File: src/rtl/pbfl_ram.sv
// ----------------------------------------------------------------------------
// pbfl_ram
// Generic single-write, single-read RAM with registered read data.
// ----------------------------------------------------------------------------
module pbfl_ram #(
    parameter int WIDTH = 64,
    parameter int DEPTH = 64
) (
    input  logic                                     i_clk,
    input  logic                                     i_we,
    input  logic [(DEPTH > 1 ? $clog2(DEPTH) : 1)-1:0] i_waddr,
    input  logic [WIDTH-1:0]                         i_wdata,
    input  logic [(DEPTH > 1 ? $clog2(DEPTH) : 1)-1:0] i_raddr,
    output logic [WIDTH-1:0]                         o_rdata
);

    logic [WIDTH-1:0] r_mem [DEPTH];
    logic [WIDTH-1:0] r_rdata;

    always_ff @(posedge i_clk) begin
        if (i_we) begin
            r_mem[i_waddr] <= i_wdata;
        end
        r_rdata <= r_mem[i_raddr];
    end

    assign o_rdata = r_rdata;

endmodule

File: config.mk
export PLATFORM = sky130hd
export DESIGN_NAME = pbfl_ram
export DESIGN_NICKNAME = d
export VERILOG_FILES = /design/src/rtl/pbfl_ram.sv
export SDC_FILE = /design/constraint.sdc
export NUM_CORES = 2
export LEC_CHECK = 0
export BUFFER_PORTS_ARGS = -buffer_cell sky130_fd_sc_hd__buf_2
export CAP_MARGIN = 20
export CORE_ASPECT_RATIO = 0.5
export CORE_MARGIN = 10
export CORE_UTILIZATION = 63
export DETAILED_ROUTE_END_ITERATION = 8
export PLACE_DENSITY_LB_ADDON = 0.25
export SETUP_SLACK_MARGIN = 0.15
export SLEW_MARGIN = 20
export SYNTH_ARGS = -nofsm -noshare
export SYNTH_HDL_FRONTEND = slang
export SYNTH_SLANG_ARGS = --single-unit
File: constraint.sdc
create_clock -name i_clk -period 6.45 [get_ports i_clk]
set_input_delay 0.3225 -clock i_clk [delete_from_list [all_inputs] [get_ports i_clk]]
set_output_delay 0.3225 -clock i_clk [all_outputs]
set_load 0.005 [all_outputs]
; After elaboration in Yosys (flattened, before gate mapping)
; Memory sizes are Yosys's and may differ from the RTL's. A register that Yosys moved wholly into a read port is not among the register bits.
; Cells that the tools add are included.
[classes]
n_mux = 2
[ops]
columns = op, count
row1 = 1-bit two-way mux, 2
[totals]
regBits = 0
ram_bits = 4096
input_bits = 78
output_inout_bits = 64
elab_cells = 3
memories = 1
[mem_list]
columns = memory, depth, width, rd, rd_clocked_by_memory_dff, write_ports, line
row1 = r_mem, 64, 64, 1, 1, 1, 17  ; logic [WIDTH-1:0] r_mem [DEPTH];

; Depth between registers and ports, before layout
[depth]
depth_word = 2
depth_mapped = 9
ltp_nobuf = 5

; Worst setup path before layout
; Ideal clock, no wire load.
[synth_path]
path_type = input to register
from = input i_waddr[3] in the netlist's numbering
to = memory r_mem[48][0], enable pin
arrival_ps = 5194
t_required_ps = 5886
path_slack_ps = 692
cell_stages = 4
cell_sequence = clkbuf_1 > nor2b_1 > nand4b_1 > nor3_1
[synth_rtl]
columns = item, line
row1 = start: declaration, 11  ; input logic [(DEPTH > 1 ? $clog2(DEPTH) : 1)-1:0] i_waddr,
row2 = end: declaration, 17
; No word-level cell before the write port.

; Worst setup path in the final report
[layout_path]
from = input i_we
to = memory r_mem[22][19], enable pin
[layout_via]
elab_chain_cells = 2
[layout_lines]
columns = item, line
row1 = start: declaration, 10  ; input logic i_we,
row2 = 1-bit two-way mux, 21  ; if (i_we) begin
row3 = 1-bit two-way mux (implied by the code), 22  ; r_mem[i_waddr] <= i_wdata;
; No other way between the ends.

==> results.json <==
{
  "status": "finished with violations",
  "violations": "hold timing",
  "syn_to_final_growth_pct": 11.0,
  "relSlewSlack_pct": 23.0,
  "hold_violations": 21,
  "worstPathMaxFanout": 30,
  "die_x_um": 725,
  "cts_tree": "yes",
  "ff2ff_setup_slack_ns": 4.38,
  "end_kind": "register",
  "final_layout_size_suffix_gt1_share_pct": 27.1,
  "drt-initial-drc-count": 13700,
  "htree_levels": 5,
  "slowest_stage": "nor2_4",
  "drt_wl_total_um": 431000,
  "dr_total_vias": 78700,
  "ant_nets": 0,
  "grt_max_degree": 144,
  "grt_pass1_wl_um": 603000,
  "syn_avg_cell_area_sq_um": 23.7,
  "cap_violations": 0,
  "cts.clk_slew.worst_paths_ns": 0.06,
  "yosysSeqAreaShare_pct": 79.5,
  "cts_buffers": 344,
  "initial_utilization_pct": 63.3,
  "coreArea_sq_um": 247000,
  "instances_no_fill": 10600,
  "vdd_drop_max_mv": 0.227,
  "whs_ns": -0.00750,
  "cp_cell_sequence": "buf_2, nor2b_1, nand3_1, nor2_4, buf_4",
  "post_cts_buffers": 0,
  "slew_viol_final": 0,
  "grt_pass1_vias": 77800,
  "cellLeakagePower_nw": 53.9,
  "tightest_slew_ns": 1.15,
  "fin_tns_setup_ns": 0,
  "port_buffers": 141,
  "synth_nets": 6676,
  "grt.overflow.total": 0,
  "drc": 0,
  "clkSinkCount": 4160,
  "fmax_mhz": 363,
  "dp_hpwl_um": 222000,
  "ys_ff_latch": 4160,
  "die-area_sq_um": 270000,
  "die_h_um": 372,
  "netlist_instances": 6598,
  "cp_top_family": "simple AND/OR/NAND/NOR gates",
  "antenna_found_initial": 29,
  "design_area_sq_um": 174000,
  "gp_congestion": 0.808,
  "cts_resized": 0,
  "post-route-util_pct": 70.2,
  "ys_warn_count": 0,
  "avgViaCountPerCell": 7.46,
  "wl_per_cell_um": 40.9,
  "clock_latency_ns": 0.92,
  "post-route-period-util_pct": 42.7,
  "synth_cell_types": 33,
  "startpoint_type": "input port",
  "arrival_ns": 3.27,
  "period_minus_slack_ns": 2.75,
  "skew_ns": 0.0433,
  "fp-row-count": 129,
  "report.power.total_mw": 53.6,
  "grt_setup_unrepaired": "no",
  "dpl.cell_count": 9890,
  "path_class": "input port to register",
  "setup_violations": 0,
  "min_path_type": "input port to register",
  "synth_area_sq_um": 156000,
  "drtPass1Iterations": 8,
  "slowest_delay_ns": 1.03,
  "grt.total_usage_pct": 31.8,
  "num-nets-final": 7007,
  "clock-root-buffer": "clkbuf_16",
  "io_pins": 142,
  "ctsLongestPathBuffers": 4,
  "cp_data_required_time_ns": 6.97,
  "post_dp_cell_area_sq_um": 162000,
  "powerDensity_nw_per_um2": 309,
  "crit_buf_inv": 2
}
==> final timing paths <==
path | endpoint | startpoint | cells past startpoint
worst max register to register | o_rdata[19] | r_mem[59][19] | 5
worst min register to register | o_rdata[10] | r_mem[63][10] | 4
worst min-delay path | r_mem[27][54] | i_wdata[54] | 1
worst max-delay path | r_mem[22][19] | i_we | 5
==> cells in the mapped netlist <==
library cell  instances  area share, %
nand2_1              58           0.14
buf_6                 6          0.043
nand4_1               2         0.0080
o221ai_1             38           0.21
dfxtp_1              64           0.82
nand4b_1              1         0.0056
nor2b_1              28           0.11
inv_1                19          0.046
or2_2                28           0.11
mux2i_1             135           0.86
or3b_2                1         0.0056
nand2b_1             11          0.044
buf_2               170           0.54
or3_1                29           0.12
a22o_1               88           0.49
a211oi_1             63           0.30
nand3_1              45           0.14
mux4_2             1024             15
a2bb2oi_1            19           0.11
clkbuf_1            140           0.34
nor2_1              112           0.27
nand3b_1              2         0.0096
a41oi_1              26           0.15
buf_4                34           0.16
edfxtp_1           4096             79
a31oi_1              18          0.072
a22oi_1             168           0.81
o22ai_1              83           0.33
and2_1                3          0.012
and3_1               64           0.26
buf_1                20          0.048
nor3_1                2         0.0064
a31o_1                1         0.0056
==> layer usage <==
metal  track usage [%]  vias up  routed length (um)
met5                 0        -                 184
met4              11.7       28               19000
met3              8.96     1098               62600
met2              48.0     7152              197000
met1              45.4    41300              153000
li1                  -    29100                   -
==> registers in the layout, summed over array words and instances (netlist names) <==
register,flops
r_mem,4096
o_rdata,64
==> final cells by class <==
type                    instances  area (sq um)
flip-flops and latches       4160        124000
fillers                     13700         73600
multi-input cells            2049         30800
clock buffers                 453          9470
well taps                    3340          4180
repair buffers                355          3110
clock inverters               170          1590
inverters                      19          71.3
diodes                          6          15.0
==> logic make-up (layout without fill, tap and decap cells) <==
kind of cell,Yosys count,in the layout,synth area share (%)
flops,4160,4160,79.5
simple gates,386,386,1.24
mux,1159,1159,15.6
other cells,0,6,0
buf+inv,389,997,1.18
compound gates,504,504,2.48
==> through the flow <==
stage	worst slack [ns]	hold slack [ns]
floorplan	0.692	0.421
global placement	2.91	0.714
detailed placement	2.88	0.718
CTS	3.80	0.126
global route	3.60	0.000808
finish	3.70	-0.00750
==> cell usage in the layout (no fill, tap or decap), types with 64 or more instances in the layout <==
master / Yosys / final
edfxtp_1: 4096 / 4096
mux4_2: 1024 / 1024
clkbuf_16: 0 / 357
buf_4: 34 / 181
a22oi_1: 168 / 168
mux2i_1: 135 / 135
buf_2: 170 / 102
a22o_1: 88 / 88
o22ai_1: 83 / 83
clkbuf_1: 140 / 78
clkinv_2: 0 / 65
nor2_4: 0 / 64
and3_1: 64 / 64
dfxtp_1: 64 / 64
==> timing repair <==
| action | CTS | global route |
|---|---|---|
| setup endpoints to repair | 0 | 0 |
| hold buffers | 2 | 19 |
| hold endpoints to repair | 33 | 228 |
==> power by group <==
part / internal (mW) / switching, mW / total (mW)
sequential: 29.9 / 0.133 / 30.0
clock: 11.5 / 9.48 / 21.0
combinational: 0.946 / 1.64 / 2.58
total: 42.4 / 11.3 / 53.6
==> worst reg2reg max path: cells and delay by family, from the launching register on <==
kind | cells | cell delay (ns)
mux | 2 | 0.83
compound gates | 3 | 0.59
flops | 1 | 0.45
Note: power is estimated with default switching activity, not from simulation.
